[src/sv/modexp_pkg.sv]
// Package for the modular exponentiation core.
// Holds field widths, the reset modulus, sequencer state codes and the
// shared modular add step. Depends on nothing.
package modexp_pkg;

	// Field widths.
	localparam int unsigned RES_W = 31;
	localparam int unsigned IN_W  = 63;

	// Counter widths for the bit-serial loops.
	localparam int unsigned RED_CNT_W = $clog2(IN_W);
	localparam int unsigned MUL_CNT_W = $clog2(RES_W);

	// The modulus after reset.
	localparam logic [RES_W-1:0] MODULUS_RESET = RES_W'(1000000007);

	// Sequencer states, one-hot.
	typedef enum logic [4:0] {
		S_IDLE   = 5'b00001,
		S_REDUCE = 5'b00010,
		S_STEP   = 5'b00100,
		S_MUL    = 5'b01000,
		S_DONE   = 5'b10000
	} state_t;

	// Where a finished product goes.
	typedef enum logic {
		DST_ACC  = 1'b0,
		DST_BASE = 1'b1
	} dest_t;

	// Modular add: (a + b + cin) mod m, for a and b below m.
	// The sum stays below 2m, so one compare and subtract suffices.
	function automatic logic [RES_W-1:0] mod_add(
		input logic [RES_W-1:0] a,
		input logic [RES_W-1:0] b,
		input logic             cin,
		input logic [RES_W-1:0] m
	);
		logic [RES_W:0] sum;
		logic [RES_W:0] diff;
		sum  = {1'b0, a} + {1'b0, b} + {{RES_W{1'b0}}, cin};
		diff = sum - {1'b0, m};
		if (sum >= {1'b0, m}) begin
			mod_add = diff[RES_W-1:0];
		end else begin
			mod_add = sum[RES_W-1:0];
		end
	endfunction

endpackage

[src/sv/modular_exponentiation_core.sv]
// Modular exponentiation core: base to the exponent modulo a configured modulus.
// Uses modexp_pkg for widths, state codes and the shared modular add step.
//
// Each word on the input channel carries a 63-bit base and a 63-bit exponent;
// one word with power = base^exponent mod modulus comes back. A single modular
// adder (add, compare, subtract on 32 bits) does all the arithmetic under a
// small sequencer. The base is first reduced one bit per cycle. Each modular
// product is then formed by shift-and-add over the 31 multiplier bits, with a
// doubling step for each bit and an extra add step for each set bit. The
// exponent is scanned from its least significant bit; each set bit costs a
// product into the accumulator, and each bit below the highest set bit costs
// a squaring. The input is not ready while an item is in work. A finished
// result sits in an output register so a new item can be taken while it
// waits. A modulus of zero behaves as one; the modulus may be written only
// while the core is idle.
module modular_exponentiation_core
	import modexp_pkg::*;
(
	input  logic             clk,
	input  logic             arst_n,
	// Configuration write channel.
	input  logic             cfg_valid,
	output logic             cfg_ready,
	input  logic [RES_W-1:0] modulus,
	// Input channel.
	input  logic             in_valid,
	output logic             in_ready,
	input  logic [IN_W-1:0]  base,
	input  logic [IN_W-1:0]  exponent,
	// Output channel.
	output logic             out_valid,
	input  logic             out_ready,
	output logic [RES_W-1:0] power
);

	state_t                 state_q;
	logic [RES_W-1:0]       modulus_q;
	logic [RES_W-1:0]       mod_eff;
	logic [IN_W-1:0]        base_sh_q;
	logic [IN_W-1:0]        exp_q;
	logic [RES_W-1:0]       b_q;
	logic [RES_W-1:0]       acc_q;
	logic [RES_W-1:0]       r_q;
	logic [RES_W-1:0]       mx_q;
	logic [RES_W-1:0]       my_q;
	logic [RED_CNT_W-1:0]   red_cnt_q;
	logic [MUL_CNT_W-1:0]   mul_cnt_q;
	logic                   phase_q;
	dest_t                  dst_q;
	logic                   out_valid_q;
	logic [RES_W-1:0]       power_q;
	logic [RES_W-1:0]       ua;
	logic [RES_W-1:0]       ub;
	logic                   ucin;
	logic [RES_W-1:0]       ures;
	logic                   mul_last;

	// A modulus of zero acts as one.
	assign mod_eff = (modulus_q == '0) ? RES_W'(1) : modulus_q;

	// Shared modular adder: doubling with an incoming bit while reducing the
	// base, doubling or adding the multiplicand while multiplying.
	always_comb begin
		ua   = r_q;
		ub   = r_q;
		ucin = 1'b0;
		if (state_q == S_REDUCE) begin
			ucin = base_sh_q[IN_W-1];
		end else if (phase_q) begin
			ub = mx_q;
		end
		ures = mod_add(ua, ub, ucin, mod_eff);
	end

	// The product is finished when the last multiplier bit has been handled.
	assign mul_last = (mul_cnt_q == '0) && (phase_q || !my_q[RES_W-1]);

	assign cfg_ready = 1'b1;
	assign in_ready  = (state_q == S_IDLE);
	assign out_valid = out_valid_q;
	assign power     = power_q;

	// Modulus register.
	always_ff @(posedge clk or negedge arst_n) begin
		if (!arst_n) begin
			modulus_q <= MODULUS_RESET;
		end else if (cfg_valid) begin
			modulus_q <= modulus;
		end
	end

	// Output word flag: set when a result is handed over, cleared when taken.
	always_ff @(posedge clk or negedge arst_n) begin
		if (!arst_n) begin
			out_valid_q <= 1'b0;
		end else if (state_q == S_DONE && (!out_valid_q || out_ready)) begin
			out_valid_q <= 1'b1;
		end else if (out_ready) begin
			out_valid_q <= 1'b0;
		end
	end

	// Sequencer and control state.
	always_ff @(posedge clk or negedge arst_n) begin
		if (!arst_n) begin
			state_q     <= S_IDLE;
			phase_q     <= 1'b0;
		end else begin
			unique case (state_q)
				S_IDLE: begin
					if (in_valid) begin
						state_q <= S_REDUCE;
					end
				end
				S_REDUCE: begin
					if (red_cnt_q == '0) begin
						state_q <= S_STEP;
					end
				end
				S_STEP: begin
					if (exp_q == '0) begin
						state_q <= S_DONE;
					end else begin
						state_q <= S_MUL;
						phase_q <= 1'b0;
					end
				end
				S_MUL: begin
					if (mul_last) begin
						state_q <= S_STEP;
						phase_q <= 1'b0;
					end else if (!phase_q && my_q[RES_W-1]) begin
						phase_q <= 1'b1;
					end else begin
						phase_q <= 1'b0;
					end
				end
				S_DONE: begin
					if (!out_valid_q || out_ready) begin
						state_q     <= S_IDLE;
					end
				end
				default: begin
					state_q <= S_IDLE;
				end
			endcase
		end
	end

	// Datapath registers.
	always_ff @(posedge clk) begin
		unique case (state_q)
			S_IDLE: begin
				// Load the item; the accumulator starts at one, or zero for a modulus
				// of one with a nonzero exponent, so residues stay below the modulus.
				base_sh_q <= base;
				exp_q     <= exponent;
				r_q       <= '0;
				red_cnt_q <= RED_CNT_W'(IN_W - 1);
				if (exponent == '0 || mod_eff != RES_W'(1)) begin
					acc_q <= RES_W'(1);
				end else begin
					acc_q <= '0;
				end
			end
			S_REDUCE: begin
				// Long division of the base, one bit per cycle.
				r_q       <= ures;
				base_sh_q <= base_sh_q << 1;
				red_cnt_q <= red_cnt_q - 1'b1;
				if (red_cnt_q == '0) begin
					b_q <= ures;
				end
			end
			S_STEP: begin
				// Set bit: multiply into the accumulator and clear the bit.
				// Clear bit with more above: square the base and shift.
				r_q       <= '0;
				mul_cnt_q <= MUL_CNT_W'(RES_W - 1);
				if (exp_q[0]) begin
					mx_q  <= acc_q;
					my_q  <= b_q;
					dst_q <= DST_ACC;
					exp_q <= {exp_q[IN_W-1:1], 1'b0};
				end else begin
					mx_q  <= b_q;
					my_q  <= b_q;
					dst_q <= DST_BASE;
					exp_q <= exp_q >> 1;
				end
			end
			S_MUL: begin
				// Shift-and-add product, multiplier scanned from its top bit.
				r_q <= ures;
				if (phase_q || !my_q[RES_W-1]) begin
					my_q      <= my_q << 1;
					mul_cnt_q <= mul_cnt_q - 1'b1;
				end
				if (mul_last) begin
					if (dst_q == DST_ACC) begin
						acc_q <= ures;
					end else begin
						b_q <= ures;
					end
				end
			end
			S_DONE: begin
				if (!out_valid_q || out_ready) begin
					power_q <= acc_q;
				end
			end
			default: begin
			end
		endcase
	end

endmodule

[config.mk]
export PLATFORM = sky130hd
export DESIGN_NAME = modular_exponentiation_core
export DESIGN_NICKNAME = d
export VERILOG_FILES = /design/src/sv/modexp_pkg.sv /design/src/sv/modular_exponentiation_core.sv
export SDC_FILE = /design/constraint.sdc
export NUM_CORES = 1
export LEC_CHECK = 0
export BUFFER_PORTS_ARGS = -buffer_cell sky130_fd_sc_hd__buf_2
export CORE_UTILIZATION = 50
export DETAILED_ROUTE_END_ITERATION = 10
export PLACE_DENSITY = 0.69
export SKIP_CTS_REPAIR_TIMING = 1
export SYNTH_ARGS = -nofsm -noshare
export SYNTH_HDL_FRONTEND = slang
export SYNTH_SLANG_ARGS = --single-unit
[constraint.sdc]
create_clock -name clk -period 7.6 [get_ports clk]
set_clock_uncertainty 0.05 [all_clocks]
set_input_delay 1.52 -clock clk [delete_from_list [all_inputs] [get_ports clk]]
set_output_delay 1.52 -clock clk [all_outputs]
set_load 0.03 [all_outputs]
# Word-level counts from Yosys, hierarchy flattened
# Cells that the tools add are included.
# totals
out_inout_bits,34
in_bits,162
register_bits,362
# classes
n_lt_le_gt_ge,1
eq_ne,15
n_addsub,5
n_mux,36
reduce_logical,30
# ops
op,n
2-to-1 mux 31 bit,11
one-hot mux 63 bit (2 select lines),2
one-hot mux 31 bit (2 select lines),4
logical NOT 63 bit,2
2-to-1 mux 63 bit,1
adder 31 x 31 -> 32 bit,1
adder 32 x 1 -> 32 bit,1
greater-or-equal comparator 32 x 31 -> 1 bit,1
logical NOT 31 bit,1
"inequality test 31 x 1 -> 1 bit, second input constant",1
subtractor 31 bit,1
2-to-1 mux 5 bit,6
one-hot mux 5 bit (5 select lines),1
"inequality test 2 bit, second input constant",7
nonzero test 2 bit,7
one-hot mux 6 bit (2 select lines),1
one-hot mux 5 bit (2 select lines),1
2-to-1 mux 1 bit,8
AND reduction 2 bit,4
AND reduction 4 bit,2
logical NOT 6 bit,1
"subtractor 6 x 1 -> 6 bit, second input constant",1
"== test 5 x 1 -> 1 bit, second input constant",1
"== test 5 x 2 -> 1 bit, second input constant",1
12 further kinds,20

# Depth between registers and ports, before layout
# Gate-level depths: netlist (run 1).
# depth
ltp_word,9
depth_mapped,26
mapped_depth_nobuf,22

# Least setup slack after synthesis (run 1)
# OpenSTA, ideal clock, no wires.
# synth_timing
path_kind,reg-to-reg
start,register state_q[4]
end,register exp_q[10] (enable)
arrival_ns,5.444
setup_time_ns,0.568
period_less_slack_ns,6.062
slack_ns,1.538
n_path_buf,2
stages_incl_launch_ff,6
path_cell_list,dfrtp_1 -> nor2_1 -> nand3_1 -> clkbuf_1 -> clkbuf_1 -> o21ai_0
# synth_between
elab_chain_len,3
elab_cells_between_ends,5
# synth_rtl
item,line,text
start: declaration,modular_exponentiation_core.sv:36,state_t state_q;
start signal: assignment,modular_exponentiation_core.sv:106,state_q <= S_IDLE;
start signal: assignment,modular_exponentiation_core.sv:112,state_q <= S_REDUCE;
start signal: assignment,modular_exponentiation_core.sv:117,state_q <= S_STEP;
== test 5 x 3 -> 1 bit / == test 5 x 1 -> 1 bit (equally long branches),modular_exponentiation_core.sv:152,unique case (state_q)
inequality test 2 bit (no source line) / nonzero test 2 bit (equally long branches),--,
AND reduction 2 bit (no source line) *,--,
end signal: assignment,modular_exponentiation_core.sv:157,exp_q <= exponent;
end signal: assignment,modular_exponentiation_core.sv:184,"exp_q <= {exp_q[IN_W-1:1], 1'b0};"
end signal: assignment,modular_exponentiation_core.sv:189,exp_q <= exp_q >> 1;
end: declaration,modular_exponentiation_core.sv:40,logic [IN_W-1:0] exp_q;
# Mark *: on every way between the ends. The rest lies on a longest branch, timed or not.
# A chain may end at the register's enable or synchronous reset.

# Worst setup path in the final report (run 1)
# layout_timing
start,register state_q[2]
end,register r_q[3] (data pin)
# layout_between
elab_chain_len,7
elab_cells_between_ends,14
# layout_rtl
item,line,text
== test 5 x 2 -> 1 bit,"modular_exponentiation_core.sv:67, modular_exponentiation_core.sv:152",
2-to-1 mux 31 bit,modular_exponentiation_core.sv:67,if (state_q == S_REDUCE) begin
adder 31 x 31 -> 32 bit,modexp_pkg.sv:42,"sum = {1'b0, a} + {1'b0, b} + {{RES_W{1'b0}}, cin};"
adder 32 x 1 -> 32 bit,modexp_pkg.sv:42,
subtractor 31 bit / greater-or-equal comparator 32 x 31 -> 1 bit (equally long branches),"modexp_pkg.sv:43, modexp_pkg.sv:44",
2-to-1 mux 31 bit,modexp_pkg.sv:44,"if (sum >= {1'b0, m}) begin"
one-hot mux 31 bit (2 select lines) *,modular_exponentiation_core.sv:152,
end signal: assignment,modular_exponentiation_core.sv:168,r_q <= ures;
end signal: assignment,modular_exponentiation_core.sv:194,r_q <= ures;
end: declaration,modular_exponentiation_core.sv:43,logic [RES_W-1:0] r_q;
# Marks and branches as above.

==> flow_summary.html, run 1 <==
<table>
<tr><th>Metric</th><th>Value</th></tr>
<tr><th colspan="2">Worst setup path</th></tr>
<tr><td>Critical path cell sequence</td><td>nor3_1 &gt; nand3b_1 &gt; nand2_1 &gt; buf_4 &gt; mux2_2 &gt; fa_1 &gt; fa_1 &gt; a21oi_1 &gt; o22ai_1 &gt; o31ai_4 &gt; nor3_1 &gt; nor3_1 &gt; a21oi_1 &gt; xnor2_1 &gt; inv_1 &gt; ha_1 &gt; nand3_1 &gt; nand2b_1 &gt; a21oi_1 &gt; o21ai_1 &gt; nand3_2 &gt; buf_12 &gt; mux2i_1 &gt; nor2_1</td></tr>
<tr><td>Count of buffering cells on the critical path with inverters included</td><td>3</td></tr>
<tr><td>Max stage delay cell, worst path</td><td>sky130_fd_sc_hd__fa_1</td></tr>
<tr><td>Kind of critical path</td><td>reg2reg</td></tr>
<tr><td>Worst R2R Setup Slack</td><td>0.84 ns</td></tr>
<tr><td>Peak per-stage delay on the critical path</td><td>0.43 ns</td></tr>
<tr><td>R2r endpoint</td><td>r_q[3]</td></tr>
<tr><td>Data required, critical path</td><td>7.84 ns</td></tr>
<tr><td>Cell depth of the worst flop-to-flop path</td><td>24</td></tr>
<tr><td>Max FO, Critical Path</td><td>24</td></tr>
<tr><td>Arrival @ worst endpoint</td><td>7.01 ns</td></tr>
<tr><td>FF-to-FF Start</td><td>state_q[2]</td></tr>
<tr><td>Worst setup EP type</td><td>register</td></tr>
<tr><td>CP Depth</td><td>24</td></tr>
<tr><td>Kind of cell adding the most delay to the critical path</td><td>simple AND/OR/NAND/NOR gates</td></tr>
<tr><td>Destination of the critical timing path</td><td>r_q[3]</td></tr>
<tr><td>Kind of launch point of the worst setup path</td><td>register</td></tr>
<tr><td>Launch point of the critical path</td><td>state_q[2]</td></tr>
<tr><th colspan="2">Die</th></tr>
<tr><td>Starting Density</td><td>0.5074</td></tr>
<tr><td>Num ports</td><td>196</td></tr>
<tr><td>Number of rows in the core area</td><td>71</td></tr>
<tr><td>Die width</td><td>197.5 um</td></tr>
<tr><td>Core ar.</td><td>37,670 um2</td></tr>
<tr><td>Die Footprint</td><td>39,010 um2</td></tr>
<tr><td>Die Height</td><td>197.5 um</td></tr>
<tr><th colspan="2">Synthesis</th></tr>
<tr><td>Number of library cell types mapped by synthesis</td><td>83</td></tr>
<tr><td>Portion of the post-synthesis area used by sequential elements</td><td>0.5599</td></tr>
<tr><td>Largest area contributor in the synthesized netlist</td><td>sky130_fd_sc_hd__edfxtp_1</td></tr>
<tr><td>Main area contributors after synthesis</td><td>sky130_fd_sc_hd__edfxtp_1, sky130_fd_sc_hd__nand2_1, sky130_fd_sc_hd__ha_1, sky130_fd_sc_hd__mux2_2, sky130_fd_sc_hd__o21ai_0</td></tr>
<tr><td>Count of flip-flops with a built-in enable after synthesis</td><td>324</td></tr>
<tr><td>Most instantiated library cell after synthesis</td><td>sky130_fd_sc_hd__nand2_1</td></tr>
<tr><td>Syn_nets</td><td>2,083</td></tr>
<tr><td>Top cell type's share of synthesized area</td><td>0.5090</td></tr>
<tr><td>Gate count after technology mapping</td><td>1,854</td></tr>
<tr><td>Synthesis-stage register bit count</td><td>362</td></tr>
<tr><td>Syn Area/Cell</td><td>10.31 um2</td></tr>
<tr><td>Ys async rst share</td><td>0.1050</td></tr>
<tr><td>Yosys warnings</td><td>0</td></tr>
<tr><td>Most frequently used flop master after synthesis</td><td>sky130_fd_sc_hd__edfxtp_1</td></tr>
<tr><td>Most instantiated cells after synthesis</td><td>sky130_fd_sc_hd__nand2_1, sky130_fd_sc_hd__edfxtp_1, sky130_fd_sc_hd__o21ai_0</td></tr>
<tr><td>Cell area after synthesis</td><td>19,110 um2</td></tr>
<tr><th colspan="2">Run status</th></tr>
<tr><td>Result of the run</td><td>completed</td></tr>
<tr><th colspan="2">CTS</th></tr>
<tr><td>Sink Count</td><td>362</td></tr>
<tr><td>Number of buffers created by CTS</td><td>41</td></tr>
<tr><td>Clock root cell</td><td>sky130_fd_sc_hd__clkbuf_16</td></tr>
<tr><td>Clock edge transition at the registers on the reported setup and hold paths</td><td>0.06 ns</td></tr>
<tr><td>Clock latency reported for the late side of the worst-skew pair</td><td>0.58 ns</td></tr>
<tr><td>Clock tree from TritonCTS</td><td>yes</td></tr>
<tr><td>Number of H-tree levels</td><td>2</td></tr>
<tr><td>Number of buffers on the longest clock path</td><td>3</td></tr>
<tr><th colspan="2">Drt</th></tr>
<tr><td>Final routed wirelength across all metal layers</td><td>48,420 um</td></tr>
<tr><td>DR vias/cell</td><td>5.581</td></tr>
<tr><td>Initial DRT Pass Iterations</td><td>7</td></tr>
<tr><td>Count of nets left with antenna violations after detail routing</td><td>0</td></tr>
<tr><td>Total number of vias</td><td>14,280</td></tr>
<tr><td>Number of design rule violations left after detail routing</td><td>0</td></tr>
<tr><td>DRT iter0 DRCs</td><td>1,090</td></tr>
<tr><td>Average routed wire per standard cell</td><td>18.92 um</td></tr>
<tr><th colspan="2">Timing</th></tr>
<tr><td>Final worst path period share</td><td>0.8899</td></tr>
<tr><td>Transition time of the tightest slew-check pin</td><td>1.072 ns</td></tr>
<tr><td>Setup repair after global routing missed its margin</td><td>false</td></tr>
<tr><td>Setup total negative slack</td><td>0 ns</td></tr>
<tr><td>Headroom to the max-slew limit</td><td>0.2841</td></tr>
<tr><td>Highest Clock Rate</td><td>147.9 MHz</td></tr>
<tr><td>Shortest period the worst path allows</td><td>6.764 ns</td></tr>
<tr><td>Final setup violation count</td><td>0</td></tr>
<tr><td>Final hold vios</td><td>0</td></tr>
<tr><td>Max-slew violation count</td><td>0</td></tr>
<tr><td>Worst Hold Slack</td><td>0.3911 ns</td></tr>
<tr><th colspan="2">Global routing</th></tr>
<tr><td>Overall routing resource usage</td><td>0.2512</td></tr>
<tr><td>First-pass GRT wire length</td><td>75,240 um</td></tr>
<tr><td>Gr ovfl total</td><td>0</td></tr>
<tr><td>Number of global-route vias before repair</td><td>13,780</td></tr>
<tr><td>Number of antenna violations at the first check in global routing</td><td>0</td></tr>
<tr><td>Pin count of the biggest net entering global routing</td><td>102</td></tr>
<tr><th colspan="2">Place</th></tr>
<tr><td>Number of input and output port buffers inserted</td><td>194</td></tr>
<tr><td>Estimated wirelength of the detail-placed design</td><td>34,290 um</td></tr>
<tr><td>Number of cells in the design after placement</td><td>2,484</td></tr>
<tr><td>Global placement routability congestion</td><td>0.9627</td></tr>
<tr><th colspan="2">Layout</th></tr>
<tr><td>Syn-to-layout area delta</td><td>14.58%</td></tr>
<tr><td>Final instance count without filler cells</td><td>2,559</td></tr>
<tr><td>Final net count</td><td>2,245</td></tr>
<tr><td>Post-Route Utilization</td><td>0.5814</td></tr>
<tr><td>Antenna diode count</td><td>0</td></tr>
<tr><td>Layout cells sized above 1</td><td>0.1934</td></tr>
<tr><th colspan="2">Job</th></tr>
<tr><td>Number of maximum-capacitance constraint violations</td><td>0</td></tr>
<tr><th colspan="2">Worst hold path</th></tr>
<tr><td>Min-delay worst type</td><td>reg2reg</td></tr>
</table>
[state kept, by name, summed over array words and instances (netlist names)]
register	flops
acc_q	31
b_q	31
base_sh_q	63
dst_q	1
exp_q	63
modulus_q	31
mul_cnt_q	5
mx_q	31
my_q	31
out_valid	1
phase_q	1
power	31
r_q	31
red_cnt_q	6
state_q	5
[through the flow]
| stage | cell area (um2) | setup slack, ns |
|---|---|---|
| 6_report | 21900 | 0.8364 |
| 5_1_grt | 21900 | 0.2578 |
| 4_1_cts | 21900 | 0.8706 |
| 3_5_place_dp | 20510 | 0.8723 |
| 3_3_place_gp | 20510 | 0.9456 |
| 2_1_floorplan | 19110 | 1.538 |
[metal layers]
layer	global-route usage	wire length (um)
met1	0.3375	20860
met3	0.04371	2628
met2	0.4111	23450
met4	0.08556	1481
met5	0	0
[placed cells by master (no fill, tap or decap), types with 26 or more instances in the layout]
master | netlist | layout
sky130_fd_sc_hd__clkbuf_16 | 0 | 41
sky130_fd_sc_hd__nor2_1 | 118 | 117
sky130_fd_sc_hd__inv_1 | 82 | 81
sky130_fd_sc_hd__o21ai_0 | 128 | 126
sky130_fd_sc_hd__ha_1 | 64 | 64
sky130_fd_sc_hd__a21oi_1 | 68 | 68
sky130_fd_sc_hd__edfxtp_1 | 324 | 324
sky130_fd_sc_hd__mux2i_1 | 26 | 26
sky130_fd_sc_hd__xnor2_1 | 35 | 35
sky130_fd_sc_hd__buf_2 | 10 | 194
sky130_fd_sc_hd__nand2_1 | 507 | 506
sky130_fd_sc_hd__mux2_2 | 66 | 66
sky130_fd_sc_hd__nor4_1 | 43 | 42
[worst min path at each step]
| stage | startpoint | endpoint | slack, ns | cells after the start |
|---|---|---|---|---|
| after floorplan | acc_q[0] | power[0] | 0.37 | 0 |
| after global placement | acc_q[22] | power[22] | 0.38 | 0 |
| after detailed placement | acc_q[26] | power[26] | 0.38 | 0 |
| after CTS | acc_q[26] | power[26] | 0.39 | 0 |
| after global routing | acc_q[26] | power[26] | 0.40 | 0 |
| final | acc_q[26] | power[26] | 0.39 | 0 |
[final cells by class]
| cell class | instances | area [um2] |
|---|---|---|
| multi-input combinational | 1318 | 7752 |
| clock inverter | 26 | 315.3 |
| fill | 3238 | 15770 |
| tap | 511 | 639.4 |
| clock buffer | 49 | 1076 |
| sequential | 362 | 10700 |
| timing repair buffer | 210 | 1104 |
| inverter | 83 | 311.5 |
[worst reg2reg max path, cell delays in order, from the launching register on]
cell	delay [ns]
sky130_fd_sc_hd__dfrtp_1	0.42
sky130_fd_sc_hd__nor3_1	0.30
sky130_fd_sc_hd__nand3b_1	0.14
sky130_fd_sc_hd__nand2_1	0.13
sky130_fd_sc_hd__buf_4	0.30
sky130_fd_sc_hd__mux2_2	0.39
sky130_fd_sc_hd__fa_1	0.43
sky130_fd_sc_hd__fa_1	0.41
sky130_fd_sc_hd__a21oi_1	0.19
sky130_fd_sc_hd__o22ai_1	0.18
sky130_fd_sc_hd__o31ai_4	0.41
sky130_fd_sc_hd__nor3_1	0.12
sky130_fd_sc_hd__nor3_1	0.37
sky130_fd_sc_hd__a21oi_1	0.14
sky130_fd_sc_hd__xnor2_1	0.43
sky130_fd_sc_hd__inv_1	0.10
sky130_fd_sc_hd__ha_1	0.40
sky130_fd_sc_hd__nand3_1	0.13
sky130_fd_sc_hd__nand2b_1	0.18
sky130_fd_sc_hd__a21oi_1	0.13
sky130_fd_sc_hd__o21ai_1	0.11
sky130_fd_sc_hd__nand3_2	0.34
sky130_fd_sc_hd__buf_12	0.25
sky130_fd_sc_hd__mux2i_1	0.35
sky130_fd_sc_hd__nor2_1	0.09
[cell families after synthesis]
family,Yosys count,share of synthesized area
buf+inv,174,0.03764
xor+xnor,57,0.02651
mux,93,0.05329
compound gates,305,0.09872
flops,362,0.5599
other cells,1,0.0001962
fa+ha+maj,67,0.04504
simple gates,795,0.1787
Power of run 1 is not shown: default switching activity piles up to over one toggle a cycle in this logic, so the estimate is an artifact.
==> inputs of run 2 (changes only) <==
Clock period 7.6 ns to 6.7 ns, I/O delays scaled along.
==> flow_summary.html, run 2 (synthesized netlist as in run 1, its figures left out) <==
<table>
<tr><th>Metric</th><th>Value</th></tr>
<tr><th colspan="2">CTS</th></tr>
<tr><td>Sink Count</td><td>362</td></tr>
<tr><td>Clock edge transition at the registers on the reported setup and hold paths</td><td>0.06 ns</td></tr>
<tr><td>Clock tree from TritonCTS</td><td>yes</td></tr>
<tr><td>Clock latency reported for the late side of the worst-skew pair</td><td>0.57 ns</td></tr>
<tr><td>Clock root cell</td><td>sky130_fd_sc_hd__clkbuf_16</td></tr>
<tr><td>Number of buffers created by CTS</td><td>41</td></tr>
<tr><td>Number of buffers on the longest clock path</td><td>3</td></tr>
<tr><td>Number of H-tree levels</td><td>2</td></tr>
<tr><th colspan="2">Die</th></tr>
<tr><td>Die Footprint</td><td>39,010 um2</td></tr>
<tr><td>Die Height</td><td>197.5 um</td></tr>
<tr><td>Starting Density</td><td>0.5074</td></tr>
<tr><td>Num ports</td><td>196</td></tr>
<tr><td>Core ar.</td><td>37,670 um2</td></tr>
<tr><td>Die width</td><td>197.5 um</td></tr>
<tr><td>Number of rows in the core area</td><td>71</td></tr>
<tr><th colspan="2">Timing</th></tr>
<tr><td>Transition time of the tightest slew-check pin</td><td>1.143 ns</td></tr>
<tr><td>Final setup violation count</td><td>0</td></tr>
<tr><td>Headroom to the max-slew limit</td><td>0.2364</td></tr>
<tr><td>Max-slew violation count</td><td>0</td></tr>
<tr><td>Setup repair after global routing missed its margin</td><td>false</td></tr>
<tr><td>Highest Clock Rate</td><td>157.8 MHz</td></tr>
<tr><td>Final worst path period share</td><td>0.9459</td></tr>
<tr><td>Final hold vios</td><td>0</td></tr>
<tr><td>Shortest period the worst path allows</td><td>6.337 ns</td></tr>
<tr><td>Setup total negative slack</td><td>0 ns</td></tr>
<tr><th colspan="2">Global routing</th></tr>
<tr><td>Overall routing resource usage</td><td>0.2516</td></tr>
<tr><td>GR met1 Demand/Resource</td><td>0.3281</td></tr>
<tr><td>Number of antenna violations at the first check in global routing</td><td>0</td></tr>
<tr><td>Gr ovfl total</td><td>0</td></tr>
<tr><td>Pin count of the biggest net entering global routing</td><td>130</td></tr>
<tr><td>Most used routing layer</td><td>met2</td></tr>
<tr><td>Met2 track utilization from global routing</td><td>0.4224</td></tr>
<tr><td>Number of global-route vias before repair</td><td>13,880</td></tr>
<tr><td>First-pass GRT wire length</td><td>75,440 um</td></tr>
<tr><td>Routing usage on met3</td><td>0.04115</td></tr>
<tr><th colspan="2">Layout</th></tr>
<tr><td>Most common cell after layout, fill and taps aside</td><td>sky130_fd_sc_hd__nand2_1</td></tr>
<tr><td>Footprint of the multi-input gates</td><td>7764 um2</td></tr>
<tr><td>Leading cell types in the layout, fill and taps excluded</td><td>sky130_fd_sc_hd__nand2_1, sky130_fd_sc_hd__edfxtp_1, sky130_fd_sc_hd__buf_2</td></tr>
<tr><td>Fillcell total</td><td>3,338</td></tr>
<tr><td>Syn-to-layout area delta</td><td>14.13%</td></tr>
<tr><td>Total area of sequential cells</td><td>10,700 um2</td></tr>
<tr><td>Antenna diode count</td><td>0</td></tr>
<tr><td>Largest regs</td><td>base_sh_q: 63 flops, exp_q: 63 flops</td></tr>
<tr><td>Final net count</td><td>2,250</td></tr>
<tr><td>Layout cells sized above 1</td><td>0.1909</td></tr>
<tr><th colspan="2">Drt</th></tr>
<tr><td>DRT iter0 DRCs</td><td>953</td></tr>
<tr><td>DR vias/cell</td><td>5.504</td></tr>
<tr><td>Average routed wire per standard cell</td><td>18.94 um</td></tr>
<tr><td>Final routed wirelength across all metal layers</td><td>48,460 um</td></tr>
<tr><td>Number of design rule violations left after detail routing</td><td>0</td></tr>
<tr><td>Count of nets left with antenna violations after detail routing</td><td>0</td></tr>
<tr><td>Total number of vias</td><td>14,090</td></tr>
<tr><td>Initial DRT Pass Iterations</td><td>5</td></tr>
<tr><th colspan="2">Worst setup path</th></tr>
<tr><td>Cell depth of the worst flop-to-flop path</td><td>21</td></tr>
<tr><td>Max FO, Critical Path</td><td>30</td></tr>
<tr><td>Worst setup EP type</td><td>register</td></tr>
<tr><td>Kind of launch point of the worst setup path</td><td>register</td></tr>
<tr><td>Worst R2R Setup Slack</td><td>0.36 ns</td></tr>
<tr><td>Data required, critical path</td><td>6.94 ns</td></tr>
<tr><td>Kind of critical path</td><td>reg2reg</td></tr>
<tr><td>R2r endpoint</td><td>acc_q[1]</td></tr>
<tr><td>FF-to-FF Start</td><td>state_q[2]</td></tr>
<tr><td>Arrival @ worst endpoint</td><td>6.58 ns</td></tr>
<tr><th colspan="2">Worst hold path</th></tr>
<tr><td>WHS Endpoint</td><td>power[26]</td></tr>
<tr><td>Min-delay worst type</td><td>reg2reg</td></tr>
<tr><td>Source of the worst hold timing path</td><td>acc_q[26]</td></tr>
<tr><td>Worst hold path stage count</td><td>0</td></tr>
<tr><th colspan="2">Job</th></tr>
<tr><td>Number of maximum-capacitance constraint violations</td><td>0</td></tr>
<tr><th colspan="2">Place</th></tr>
<tr><td>Estimated wirelength of the detail-placed design</td><td>34,610 um</td></tr>
<tr><td>Global placement routability congestion</td><td>0.8908</td></tr>
<tr><td>Number of input and output port buffers inserted</td><td>194</td></tr>
<tr><th colspan="2">Run status</th></tr>
<tr><td>Result of the run</td><td>completed</td></tr>
</table>
[run 2: area by class of cell]
type                    count  area share
repair buffers            215     0.05248
clock buffers              53     0.04910
multi-input cells        1318      0.3559
inverters                  83     0.01428
clock inverters            17    0.008317
well taps                 511     0.02931
flip-flops and latches    362      0.4906
[run 2: metrics by stage]
step	worst slack (ns)	hold slack, ns	utilization	instance area (um2)	std cells
after floorplan	0.6379	0.3704	-	19110	1854
after global placement	0.3675	0.3778	0.5449	20520	2486
after detailed placement	0.3141	0.3819	0.5449	20520	2486
after CTS	0.2867	0.3963	0.5781	21780	2556
after global routing	0.007067	0.4102	0.5791	21810	2559
final	0.3628	0.3923	0.5791	21810	2559
[run 2: worst max path at each step]
stage | depth (start not counted) | from | to | slack [ns]
2_1_floorplan | 5 | state_q[4] | exp_q[10] | 0.64
3_3_place_gp | 22 | state_q[2] | r_q[7] | 0.37
3_5_place_dp | 21 | state_q[2] | acc_q[1] | 0.31
4_1_cts | 21 | state_q[2] | acc_q[29] | 0.29
5_1_grt | 23 | state_q[2] | acc_q[2] | 0.007
6_report | 21 | state_q[2] | acc_q[1] | 0.36
[run 2: critical path: stages (launching register included)]
cell and delay, ns:
sky130_fd_sc_hd__dfrtp_1 0.42, sky130_fd_sc_hd__nor3_1 0.31, sky130_fd_sc_hd__nand3b_1 0.13, sky130_fd_sc_hd__nand2_1 0.12, sky130_fd_sc_hd__buf_6 0.30, sky130_fd_sc_hd__mux2_2 0.38
sky130_fd_sc_hd__ha_1 0.35, sky130_fd_sc_hd__nand3_1 0.14, sky130_fd_sc_hd__a211oi_1 0.36, sky130_fd_sc_hd__o21ai_1 0.23, sky130_fd_sc_hd__a21boi_0 0.35, sky130_fd_sc_hd__nor4_1 0.08
sky130_fd_sc_hd__a211oi_1 0.51, sky130_fd_sc_hd__ha_1 0.47, sky130_fd_sc_hd__a21oi_1 0.30, sky130_fd_sc_hd__o21ai_2 0.15, sky130_fd_sc_hd__o21ai_0 0.22, sky130_fd_sc_hd__a21oi_1 0.09
sky130_fd_sc_hd__o21ai_1 0.13, sky130_fd_sc_hd__and3_1 0.46, sky130_fd_sc_hd__mux2i_2 0.40, sky130_fd_sc_hd__nor2_1 0.08
[run 2: routing by layer]
layer | wire, um | up-vias | share of wire
met5 | 0 | - | 0
met4 | 1645 | 0 | 0.034
met3 | 2268 | 89 | 0.047
met2 | 23540 | 378 | 0.49
met1 | 21010 | 6719 | 0.43
li1 | - | 6899 | -
Power of run 2 is left out for the same reason.
